**config.mk**
```make
export PLATFORM = sky130hd
export DESIGN_NAME = i2c_master_bit_sequencer_flat
export DESIGN_NICKNAME = d
export VERILOG_FILES = /design/src/hdl/i2cms_pkg.sv /design/src/hdl/i2cms_if.sv /design/src/hdl/i2c_master_bit_sequencer.sv /design/src/hdl/i2cms_step.sv /design/src/flat_wrapper.sv
export SDC_FILE = /design/constraint.sdc
export NUM_CORES = 1
export LEC_CHECK = 0
export ABC_CLOCK_PERIOD_IN_PS = 4200
export BUFFER_PORTS_ARGS = -buffer_cell sky130_fd_sc_hd__buf_4
export CORE_MARGIN = 1.5
export CORE_UTILIZATION = 55
export DETAILED_ROUTE_END_ITERATION = 16
export PLACE_DENSITY_LB_ADDON = 0.25
export SYNTH_ARGS = -nofsm -noshare
export SYNTH_HDL_FRONTEND = slang
export SYNTH_SLANG_ARGS = --single-unit
```
**constraint.sdc**
```tcl
create_clock -name i_clk -period 4.2 [get_ports i_clk]
set_clock_uncertainty 0.2 [all_clocks]
set_input_delay 1.26 -clock i_clk [delete_from_list [all_inputs] [get_ports i_clk]]
set_output_delay 1.26 -clock i_clk [all_outputs]
set_load 0.005 [all_outputs]
```
**src/hdl/i2cms_pkg.sv**
```systemverilog
// ----------------------------------------------------------------------------
// I2C master bit sequencer package
// Command codes, line phases and the item and state types of the sequencer.
// ----------------------------------------------------------------------------
package i2cms_pkg;

    // command codes carried in the operation field
    localparam logic [2:0] OP_TICK     = 3'd0;
    localparam logic [2:0] OP_START_WR = 3'd1;
    localparam logic [2:0] OP_START_RD = 3'd2;
    localparam logic [2:0] OP_WRITE    = 3'd3;
    localparam logic [2:0] OP_READ     = 3'd4;
    localparam logic [2:0] OP_STOP     = 3'd5;
    localparam logic [2:0] OP_PROBE    = 3'd6;

    localparam logic [2:0] BIT_MSB = 3'd7;

    // S: start, B: bit out, A: acknowledge, T: stop, R: bit in
    typedef enum logic [3:0] {
        PH_S0, PH_S1, PH_S2,
        PH_B0, PH_B1, PH_B2,
        PH_A0, PH_A1, PH_A2, PH_A3,
        PH_T0, PH_T1, PH_T2,
        PH_R0, PH_R1, PH_R2
    } t_phase;

    typedef struct packed {
        logic drv;
        logic sda;
        logic scl;
    } t_lines;

    localparam t_lines LINES_IDLE = '{drv: 1'b1, sda: 1'b1, scl: 1'b1};

    typedef struct packed {
        logic [2:0] operation;
        logic [6:0] target_address;
        logic [7:0] data_byte;
        logic       last_byte;
        logic       sda_in;
    } t_cmd_item;

    typedef struct packed {
        logic       scl;
        logic       sda_out;
        logic       sda_drive;
        logic       busy_res;
        logic [7:0] rx_byte;
        logic       rx_valid;
        logic       byte_done;
        logic       ack_error;
    } t_res_item;

    // sequencer state; shift[8] holds the NACK flag or the last-byte flag
    typedef struct packed {
        logic [2:0] kind;
        t_phase     phase;
        logic [2:0] bit_idx;
        logic [8:0] shift;
        t_lines     lines;
    } t_seq_state;

endpackage

```
**src/hdl/i2cms_if.sv**
```systemverilog
// ----------------------------------------------------------------------------
// I2C master bit sequencer channels
// Valid/ready channels for command items and result items.
// ----------------------------------------------------------------------------
interface i2cms_cmd_if
    import i2cms_pkg::*;
();
    logic      valid;
    logic      ready;
    t_cmd_item data;

    modport source (output valid, output data, input ready);
    modport sink (input valid, input data, output ready);
endinterface

interface i2cms_res_if
    import i2cms_pkg::*;
();
    logic      valid;
    logic      ready;
    t_res_item data;

    modport source (output valid, output data, input ready);
    modport sink (input valid, input data, output ready);
endinterface

```
**src/hdl/i2c_master_bit_sequencer.sv**
```systemverilog
// ----------------------------------------------------------------------------
// I2C master bit sequencer
// Tick-driven I2C master that steps one bus line phase per command item.
// ----------------------------------------------------------------------------
// Usage:
//   i_cmd carries one command item per tick: an operation code (tick only,
//   start write, start read, write byte, read byte, stop, probe), the slave
//   address, the byte to send, the last-byte flag and the sampled SDA level.
//   Every accepted item yields exactly one result item on o_res: the SCL,
//   SDA and SDA-direction levels for that phase, the busy flag, and the
//   rx_valid, byte_done and ack_error pulses with the received byte.
//   A command is taken only while the sequencer is idle; otherwise the
//   operation code is ignored and the running sequence advances.
// Pipeline and throughput:
//   An item is held in the input register; then the next-phase logic
//   updates the sequencer state and loads the result register, which
//   offers the result on o_res. One item per cycle is taken when o_res
//   is ready; the state register is the only loop.
// Reset:
//   Both registers empty, sequencer idle, lines at SCL high, SDA high, driven.
// Stall:
//   While a result waits unread, one more item may enter the input register;
//   then i_cmd.ready drops until the result is taken.
// ----------------------------------------------------------------------------
module i2c_master_bit_sequencer
    import i2cms_pkg::*;
(
    input  logic               i_clk,
    input  logic               i_rst_n,
    i2cms_cmd_if.sink          i_cmd,
    i2cms_res_if.source        o_res
);

    logic       r_in_valid;
    t_cmd_item  r_in;
    t_seq_state r_state;
    t_seq_state n_state;
    logic       r_out_valid;
    t_res_item  r_out;
    t_res_item  n_out;
    logic       w_advance;

    // move the held item into the result register when there is room
    assign w_advance   = r_in_valid && (!r_out_valid || o_res.ready);
    assign i_cmd.ready = !r_in_valid || w_advance;

    i2cms_step u_step (
        .i_state (r_state),
        .i_cmd   (r_in),
        .o_state (n_state),
        .o_res   (n_out)
    );

    // input register
    always_ff @(posedge i_clk) begin
        if (!i_rst_n) begin
            r_in_valid <= 1'b0;
        end else if (i_cmd.ready) begin
            r_in_valid <= i_cmd.valid;
        end
    end

    always_ff @(posedge i_clk) begin
        if (i_cmd.valid && i_cmd.ready) begin
            r_in <= i_cmd.data;
        end
    end

    // sequencer state advances once per item
    always_ff @(posedge i_clk) begin
        if (!i_rst_n) begin
            r_state.kind    <= OP_TICK;
            r_state.phase   <= PH_S0;
            r_state.bit_idx <= '0;
            r_state.shift   <= '0;
            r_state.lines   <= LINES_IDLE;
        end else if (w_advance) begin
            r_state <= n_state;
        end
    end

    // result register: hold while the receiver stalls
    always_ff @(posedge i_clk) begin
        if (!i_rst_n) begin
            r_out_valid <= 1'b0;
        end else if (w_advance) begin
            r_out_valid <= 1'b1;
        end else if (o_res.ready) begin
            r_out_valid <= 1'b0;
        end
    end

    always_ff @(posedge i_clk) begin
        if (w_advance) begin
            r_out <= n_out;
        end
    end

    assign o_res.valid = r_out_valid;
    assign o_res.data  = r_out;

endmodule

```
**src/hdl/i2cms_step.sv**
```systemverilog
// ----------------------------------------------------------------------------
// I2C master bit sequencer step
// Next state and result of one tick, from the held state and one command.
// ----------------------------------------------------------------------------
module i2cms_step
    import i2cms_pkg::*;
(
    input  t_seq_state i_state,
    input  t_cmd_item  i_cmd,
    output t_seq_state o_state,
    output t_res_item  o_res
);

    t_seq_state w_st;
    t_res_item  w_res;
    logic       w_bit;
    logic       w_start;

    function automatic t_lines f_lines(logic scl, logic sda, logic drv);
        t_lines v;
        v.scl = scl;
        v.sda = sda;
        v.drv = drv;
        return v;
    endfunction

    always_comb begin
        w_st    = i_state;
        w_res   = '0;
        w_bit   = 1'b0;
        w_start = (i_state.kind == OP_TICK) && (i_cmd.operation != OP_TICK)
                  && (i_cmd.operation <= OP_PROBE);

        // take a new command only while idle
        if (w_start) begin
            w_st.kind    = i_cmd.operation;
            w_st.bit_idx = BIT_MSB;
            case (i_cmd.operation)
                OP_START_WR, OP_START_RD, OP_PROBE: begin
                    w_st.phase = PH_S0;
                    w_st.shift = {1'b0, i_cmd.target_address,
                                  (i_cmd.operation == OP_START_RD)};
                end
                OP_WRITE: begin
                    w_st.phase = PH_B0;
                    w_st.shift = {1'b0, i_cmd.data_byte};
                end
                OP_READ: begin
                    w_st.phase = PH_R0;
                    w_st.shift = {i_cmd.last_byte, 8'd0};
                end
                default: begin
                    w_st.phase = PH_T0;
                    w_st.shift = '0;
                end
            endcase
        end

        if (w_st.kind != OP_TICK) begin
            // a read sends its ACK/NACK from the flag bit
            w_bit = (w_st.kind == OP_READ) ? w_st.shift[8] : w_st.shift[w_st.bit_idx];
            case (w_st.phase)
                PH_S0: begin
                    w_st.lines = f_lines(1'b1, 1'b1, 1'b1);
                    w_st.phase = PH_S1;
                end
                PH_S1: begin
                    w_st.lines = f_lines(1'b1, 1'b0, 1'b1);
                    w_st.phase = PH_S2;
                end
                PH_S2: begin
                    w_st.lines   = f_lines(1'b0, 1'b0, 1'b1);
                    w_st.phase   = PH_B0;
                    w_st.bit_idx = BIT_MSB;
                end
                PH_B0: begin
                    w_st.lines = f_lines(1'b0, w_bit, 1'b1);
                    w_st.phase = PH_B1;
                end
                PH_B1: begin
                    w_st.lines = f_lines(1'b1, w_bit, 1'b1);
                    w_st.phase = PH_B2;
                end
                PH_B2: begin
                    w_st.lines = f_lines(1'b0, w_bit, 1'b1);
                    if (w_st.kind == OP_READ) begin
                        w_res.rx_byte   = w_st.shift[7:0];
                        w_res.rx_valid  = 1'b1;
                        w_res.byte_done = 1'b1;
                        w_st.kind       = OP_TICK;
                        w_st.phase      = PH_S0;
                    end else if (w_st.bit_idx != 3'd0) begin
                        w_st.bit_idx = w_st.bit_idx - 3'd1;
                        w_st.phase   = PH_B0;
                    end else begin
                        w_st.phase = PH_A0;
                    end
                end
                PH_A0: begin
                    w_st.lines = f_lines(1'b0, 1'b1, 1'b1);
                    w_st.phase = PH_A1;
                end
                PH_A1: begin
                    w_st.lines = f_lines(1'b1, 1'b1, 1'b1);
                    w_st.phase = PH_A2;
                end
                PH_A2: begin
                    w_st.lines = f_lines(1'b1, 1'b1, 1'b0);
                    if (i_cmd.sda_in) begin
                        w_st.shift[8] = 1'b1;
                    end
                    w_st.phase = PH_A3;
                end
                PH_A3: begin
                    w_st.lines = f_lines(1'b0, 1'b1, 1'b1);
                    if (w_st.kind == OP_PROBE) begin
                        w_st.phase = PH_T0;
                    end else begin
                        // NACK aborts without a stop condition
                        w_res.ack_error = w_st.shift[8];
                        w_res.byte_done = ~w_st.shift[8];
                        w_st.kind       = OP_TICK;
                        w_st.phase      = PH_S0;
                    end
                end
                PH_T0: begin
                    w_st.lines = f_lines(1'b0, 1'b0, 1'b1);
                    w_st.phase = PH_T1;
                end
                PH_T1: begin
                    w_st.lines = f_lines(1'b1, 1'b0, 1'b1);
                    w_st.phase = PH_T2;
                end
                PH_T2: begin
                    w_st.lines      = f_lines(1'b1, 1'b1, 1'b1);
                    w_res.ack_error = (w_st.kind == OP_PROBE) && w_st.shift[8];
                    w_res.byte_done = !((w_st.kind == OP_PROBE) && w_st.shift[8]);
                    w_st.kind       = OP_TICK;
                    w_st.phase      = PH_S0;
                end
                PH_R0: begin
                    w_st.lines   = f_lines(1'b0, 1'b1, 1'b1);
                    w_st.phase   = PH_R1;
                    w_st.bit_idx = BIT_MSB;
                end
                PH_R1: begin
                    w_st.lines = f_lines(1'b1, 1'b1, 1'b0);
                    if (i_cmd.sda_in) begin
                        w_st.shift[w_st.bit_idx] = 1'b1;
                    end
                    w_st.phase = PH_R2;
                end
                default: begin
                    // low half of a read bit; after bit 0 send the acknowledge
                    w_st.lines = f_lines(1'b0, 1'b1, 1'b0);
                    if (w_st.bit_idx != 3'd0) begin
                        w_st.bit_idx = w_st.bit_idx - 3'd1;
                        w_st.phase   = PH_R1;
                    end else begin
                        w_st.phase = PH_B0;
                    end
                end
            endcase
        end

        w_res.scl       = w_st.lines.scl;
        w_res.sda_out   = w_st.lines.sda;
        w_res.sda_drive = w_st.lines.drv;
        w_res.busy_res  = (w_st.kind != OP_TICK);
    end

    assign o_state = w_st;
    assign o_res   = w_res;

endmodule

```
**src/flat_wrapper.sv**
```systemverilog
// flat-port wrapper written by rule: the top's interface ports become plain ports
module i2c_master_bit_sequencer_flat import i2cms_pkg::*;
  (i_clk, i_rst_n, i_cmd_valid, i_cmd_data, i_cmd_ready, o_res_valid, o_res_data, o_res_ready);
  i2cms_cmd_if i_cmd_i ();
  i2cms_res_if o_res_i ();
  input  logic i_clk;
  input  logic i_rst_n;
  input wire logic [$bits(i_cmd_i.valid)-1:0] i_cmd_valid;
  input wire logic [$bits(i_cmd_i.data)-1:0] i_cmd_data;
  output wire logic [$bits(i_cmd_i.ready)-1:0] i_cmd_ready;
  output wire logic [$bits(o_res_i.valid)-1:0] o_res_valid;
  output wire logic [$bits(o_res_i.data)-1:0] o_res_data;
  input wire logic [$bits(o_res_i.ready)-1:0] o_res_ready;
  assign i_cmd_i.valid = i_cmd_valid;
  assign i_cmd_i.data = i_cmd_data;
  assign i_cmd_ready = i_cmd_i.ready;
  assign o_res_valid = o_res_i.valid;
  assign o_res_data = o_res_i.data;
  assign o_res_i.ready = o_res_ready;
  i2c_master_bit_sequencer u_core (.i_clk(i_clk), .i_rst_n(i_rst_n), .i_cmd(i_cmd_i), .o_res(o_res_i));
endmodule
```
* After elaboration in Yosys (flattened, before gate mapping)
Cells that the tools add are included.
** Storage, ports and cells
- Register bits :: 59
- Latch bits :: 0
- Memory bits (writable) :: 0
- Memory bits (read-only) :: 0
- Input bits :: 24
- Output and inout bits :: 17
- Logic and storage cells :: 109
- Memories :: 0
** Cells by class
- Add/sub/neg operators :: 1
- $mul :: 0
- Div/mod/pow operators :: 0
- $lt $le $gt $ge :: 3
- Equality and inequality tests :: 21
- Shift operators :: 0
- Muxes and demuxes :: 31
- Bitwise logic cells :: 2
- Reductions and logical operators :: 29
** Operators with widths (number)
- case mux 4 bit (15 select lines) :: 1
- == test 4 bit (second input constant) :: 7
- case mux 9 bit (3 select lines) :: 1
- 2-to-1 mux 22 bit :: 1
- case mux 3 bit (7 select lines) :: 1
- 2-to-1 mux 19 bit :: 1
- 2-to-1 mux 3 bit :: 6
- case mux 3 bit (3 select lines) :: 2
- == test 4 x 3 -> 1 bit (second input constant) :: 4
- == test 3 bit (second input constant) :: 4
- case mux 4 bit (3 select lines) :: 1
- nonzero test 3 bit :: 4
- OR reduction 12 bit :: 1
- OR reduction 2 bit :: 5
- 2-to-1 mux 9 bit :: 1
- bitwise OR 9 x 8 -> 9 bit :: 1
- OR reduction 3 bit :: 3
- == test 4 x 2 -> 1 bit (second input constant) :: 2
- 2-to-1 mux 4 bit :: 2
- 2-to-1 mux 8 bit :: 1
- == test 3 x 2 -> 1 bit (second input constant) :: 2
- logical AND 1 bit :: 6
- 2-to-1 mux 1 bit :: 6
- less-than comparator 3 x 5 -> 1 bit (second input constant) :: 1
- other kinds (18) :: 23

* Longest topological paths before layout
- Depth in word-level cells :: 13
- Depth in mapped cells :: 15
- Mapped depth without buffers :: 11

* By module
A second synthesis with hierarchy kept.
** Unflattened totals
- Cells, all modules :: 402
- Area, all modules :: 3611.0 µm²
** Modules (own cells, without submodules)
- i2c_master_bit_sequencer :: instances 1, cells an instance 141, area an instance 2059.5 µm², seq. area each 1531.5 µm²
- i2cms_step :: instances 1, cells an instance 261, area an instance 1551.5 µm², seq. area each 0.0 µm²

* Worst setup path before layout
Ideal clock, no wire load.
- Path type :: reg2reg
- From :: register u_core.r_state[20] (netlist bit)
- To :: register u_core.r_state[12] (netlist bit)
- Setup time :: 0.070 ns
- Data arrival time :: 3.011 ns
- Required time :: 3.930 ns
- Setup slack :: 0.919 ns
- Cell stages (with the launch flop) :: 15
- Buffers on the path :: 4
- Clock period less this slack :: 3.281 ns
- Path through :: dfxtp_1 buf_6 or3_1 buf_2 nor3_1 clkbuf_1 or2_2 clkbuf_1 inv_1 ha_1 ha_1 nor3_1 o21ai_0 o21a_1 a21oi_1
** Between the ends
- Word-level cells in the longest chain between the ends :: 9
- Elaborated cells between the ends (all ways) :: 29
- Those cells by class :: add/sub (1); eq/ne (15); mux (5); reduce/logical (8)
** RTL lines
- start, declared :: line i2c_master_bit_sequencer.sv:36 : t_seq_state r_state;
- start signal, assigned :: line i2c_master_bit_sequencer.sv:78 : r_state <= n_state;
- logical NOT 3 bit :: line i2cms_step.sv:31 : w_start = (i_state.kind == OP_TICK) && (i_cmd.operation != OP_TICK)
- logical AND 1 bit :: line i2cms_step.sv:31
- logical AND 1 bit :: line i2cms_step.sv:32 : && (i_cmd.operation <= OP_PROBE);
- 2-to-1 mux 19 bit * :: line i2cms_step.sv:35 : if (w_start) begin
- subtractor 3 x 1 -> 3 bit / nonzero test 3 bit (equally long branches)
- 2-to-1 mux 3 bit :: line i2cms_step.sv:92, i2cms_step.sv:156
- 2-to-1 mux 3 bit :: line i2cms_step.sv:86 : if (w_st.kind == OP_READ) begin
- case mux 3 bit (3 select lines) :: line i2cms_step.sv:62 : case (w_st.phase)
- 2-to-1 mux 22 bit * :: line i2cms_step.sv:59 : if (w_st.kind != OP_TICK) begin
Mark *: on every way between the ends. The rest lies on a longest branch, timed or not.
A chain may end at the register's enable or synchronous reset.

* Worst setup path in the final report
- From :: register u_core.r_state[21] (netlist bit)
- To :: register u_core.r_state[12] (netlist bit)
Same word-level chain as after synthesis.

==> impl_metrics.yaml <==
status:
  status: "finished, final reports clean"
grt:
  grt_use_total: 0.268
  grt_pass1_vias: 2654
  grt_overflow: 0
  antenna_found_initial: 0
  grt_pass1_wl_mm: 12.9
  grt_max_degree: 32
cells_and_area:
  syn2layout_area_growth_pct: 15.9
  antennaDiodeCount: 0
  final_cell_area_um2: 3750
  nets: 414
  register_area_um2: 1530
  fillCellCount: 453
  drive_above_1_share: 0.181
  multi_input_area_um2: 1540
clocking:
  htreeDepth: 3
  clock_path_buffers: 2
  cts-root-buf: "clkbuf_8"
  ctsHoldBuffers: 0
  cts_made_buffers: 9
  clk_pin_slew_worst_paths_ns: 0.07
  cts_resized: 0
  clock_latency_ns: 0.35
  post_cts_buffers: 0
  cts_tree: "done"
  cts_sinks: 59
power_and_ir_drop:
  switchingPower_uw: 484
  power_density_nw_per_um2: 410
  p_leak_nw: 1.41
  internal_power_mw: 1.06
  combPwrFrac: 0.221
  p_seq_frac: 0.441
  ir_drop_mv: 0.232
  swShare: 0.314
  clkPwrFrac: 0.338
sta:
  worst_slew_pin_slew_ns: 1.10
  slew-limit-headroom: 0.268
  layout_worst_path_cycle_share: 0.851
  rsz0062_at_grt: "false"
  setup_viol: 0
  finalMaxSlewViolations: 0
  tns_ns: 0
  period_needed_ns: 3.57
  finalHoldViolCount: 0
  fmax_mhz: 280
yosys:
  synth_nets: 385
  synth_edf_count: 35
  synth_compound_area_frac: 0.251
  synth_cell_types: 57
  synth_flop_cell: "edfxtp_1"
  yosysTopAreaCellShare: 0.324
  synth_top_family_by_area: "compound AO/OA/AOI/OAI gates"
  synth.area.mux_share: 0.0255
  synthSimpleGateAreaFrac: 0.184
  async_reset_ff_frac: 0
  synth_fa_ha_area_frac: 0.0116
  synth.area.top_cells: "edfxtp_1 (32%), dfxtp_1 (15%), o21ai_0 (6.2%)"
  synthXorXnorAreaFrac: 0.00270
  yosys.area.top_type: "edfxtp_1"
  synth_warnings: 0
  netlist_instances: 358
  yosysSeqAreaShare: 0.473
  syn_area_um2: 3240
  synth-seq-cells: 59
  synth.avg_cell_area_um2: 9.05
detailed_routing:
  wl_per_cell_um: 16.9
  drt_pre_antenna_iters: 6
  ant_nets: 0
  drtIter0Drc: 433
  vias: 2914
  vias_per_cell: 6.28
  drt_wl_total_mm: 7.83
  drc: 0
placement:
  gp_congestion: 0.906
  dpl-instance-area_um2: 3560
  io_buffers: 40
  dp_hpwl_mm: 5.38
worst_setup_path:
  arrival_ns: 3.66
  cp-end-kind: "register"
  startpoint_type: "register"
  criticalPathCategory: "reg2reg"
  path_max_fanout: 12
  critPathRequiredTime_ns: 4.28
worst_hold_path:
  hold_path.class: "reg2reg"
floorplan:
  ios: 41
  core-area_um2: 5610
  rows: 27
  die_h_um: 79.7
  fp.dieW_um: 79.7
  initial_utilization: 0.578
  die_area_um2: 6360
run:
  maxCapViolations: 0
[routing by layer]
metal  vias up  share of wire  GRT usage
li1       1395              -          -
met1      1352           0.45      0.382
met2       147           0.44      0.392
met3        20          0.089     0.0583
met4         0          0.022      0.114
met5         -              0          0
[synthesized netlist by cell type, types with 3 or more instances]
| cell | count |
|---|---|
| a21o_1 | 4 |
| a21oi_1 | 31 |
| a22o_1 | 6 |
| a22oi_1 | 5 |
| a31oi_1 | 14 |
| and3_1 | 4 |
| clkbuf_1 | 23 |
| dfxtp_1 | 24 |
| edfxtp_1 | 35 |
| ha_1 | 3 |
| inv_1 | 9 |
| mux2i_1 | 6 |
| nand2_1 | 24 |
| nand2b_1 | 4 |
| nand3_1 | 10 |
| nor2_1 | 30 |
| nor2b_1 | 8 |
| nor3_1 | 12 |
| nor3b_1 | 5 |
| nor4_1 | 3 |
| o21a_1 | 5 |
| o21ai_0 | 40 |
| o22ai_1 | 6 |
| or3_1 | 6 |
[per-stage QoR]
stage	total power [mW]	worst slack (ns)	utilization	hold slack [ns]	std cells
3_3_place_gp	1.02	0.751	0.635	0.308	448
4_1_cts	1.54	0.659	0.670	0.339	464
6_report	1.54	0.627	0.670	0.339	464
3_5_place_dp	1.02	0.662	0.635	0.321	448
2_1_floorplan	0.931	0.919	-	0.286	358
5_1_grt	1.61	0.305	0.670	0.370	464
[power groups by stage]
stage	Sequential (mW)	Clock, mW	Combinational [mW]
after CTS	0.680	0.525	0.332
final	0.680	0.521	0.340
after global placement	0.691	0	0.326
after global routing	0.684	0.550	0.375
after floorplan	0.682	0	0.249
after detailed placement	0.692	0	0.331
[registers in the layout, summed over array words and instances (netlist names)]
signal              count
u_core.r_state         22
u_core.r_in            20
u_core.o_res.data      15
u_core.o_res.valid      1
u_core.r_in_valid       1
[layout make-up]
type,instances,share of cell area
Clock buffer,9,0.0330
Inverter,10,0.0100
Clock inverter,7,0.0180
Multi-Input combinational cell,259,0.411
Tap cell,72,0.0240
Sequential cell,59,0.408
Timing Repair Buffer,48,0.0960
[worst paths after layout]
| kind | slack (ns) | to | depth (start not counted) | startpoint |
|---|---|---|---|---|
| min reg2reg | 0.34 | u_core.r_state[0] | 2 | u_core.r_state[0] |
| max | 0.63 | u_core.r_state[12] | 10 | u_core.r_state[21] |
| max reg2reg | 0.63 | u_core.r_state[12] | 10 | u_core.r_state[21] |
| min | 0.34 | u_core.r_state[0] | 2 | u_core.r_state[0] |
[placed cells by master (no fill, tap or decap), types with 2 or more instances in the layout]
master,n
a211oi_1,2
a21o_1,4
a21oi_1,31
a221oi_1,2
a22o_1,6
a22oi_1,5
a31oi_1,14
and2_1,2
and3_1,4
buf_4,48
clkbuf_8,9
clkinv_1,2
clkinv_2,2
clkinvlp_4,2
dfxtp_1,24
edfxtp_1,35
ha_1,3
inv_1,9
mux2i_1,6
nand2_1,24
nand2b_1,4
nand3_1,10
nor2_1,30
nor2b_1,8
nor3_1,11
nor3_2,2
nor3b_1,5
nor4_1,3
o211ai_1,2
o21a_1,5
o21ai_0,40
o221a_2,2
o22ai_1,6
or3_1,6
[critical path, cell delays in order, from the launching register on]
cell and delay, ns:
dfxtp_1 0.41, or3_1 0.48, nor3_2 0.73, or2_2 0.29, inv_1 0.10, ha_1 0.22, ha_1 0.25, nor3_1 0.31
o21ai_0 0.18, o21a_1 0.19, a21oi_1 0.14
[cells by family after synthesis]
group,Yosys count
AOI/OAI and AO/OA,131
DFF,59
muxes,7
and+or+nand+nor,117
buffers and inverters,40
xor gates and xnor gates,1
adders and majority gates,3
(Power assumes the default switching activity.)
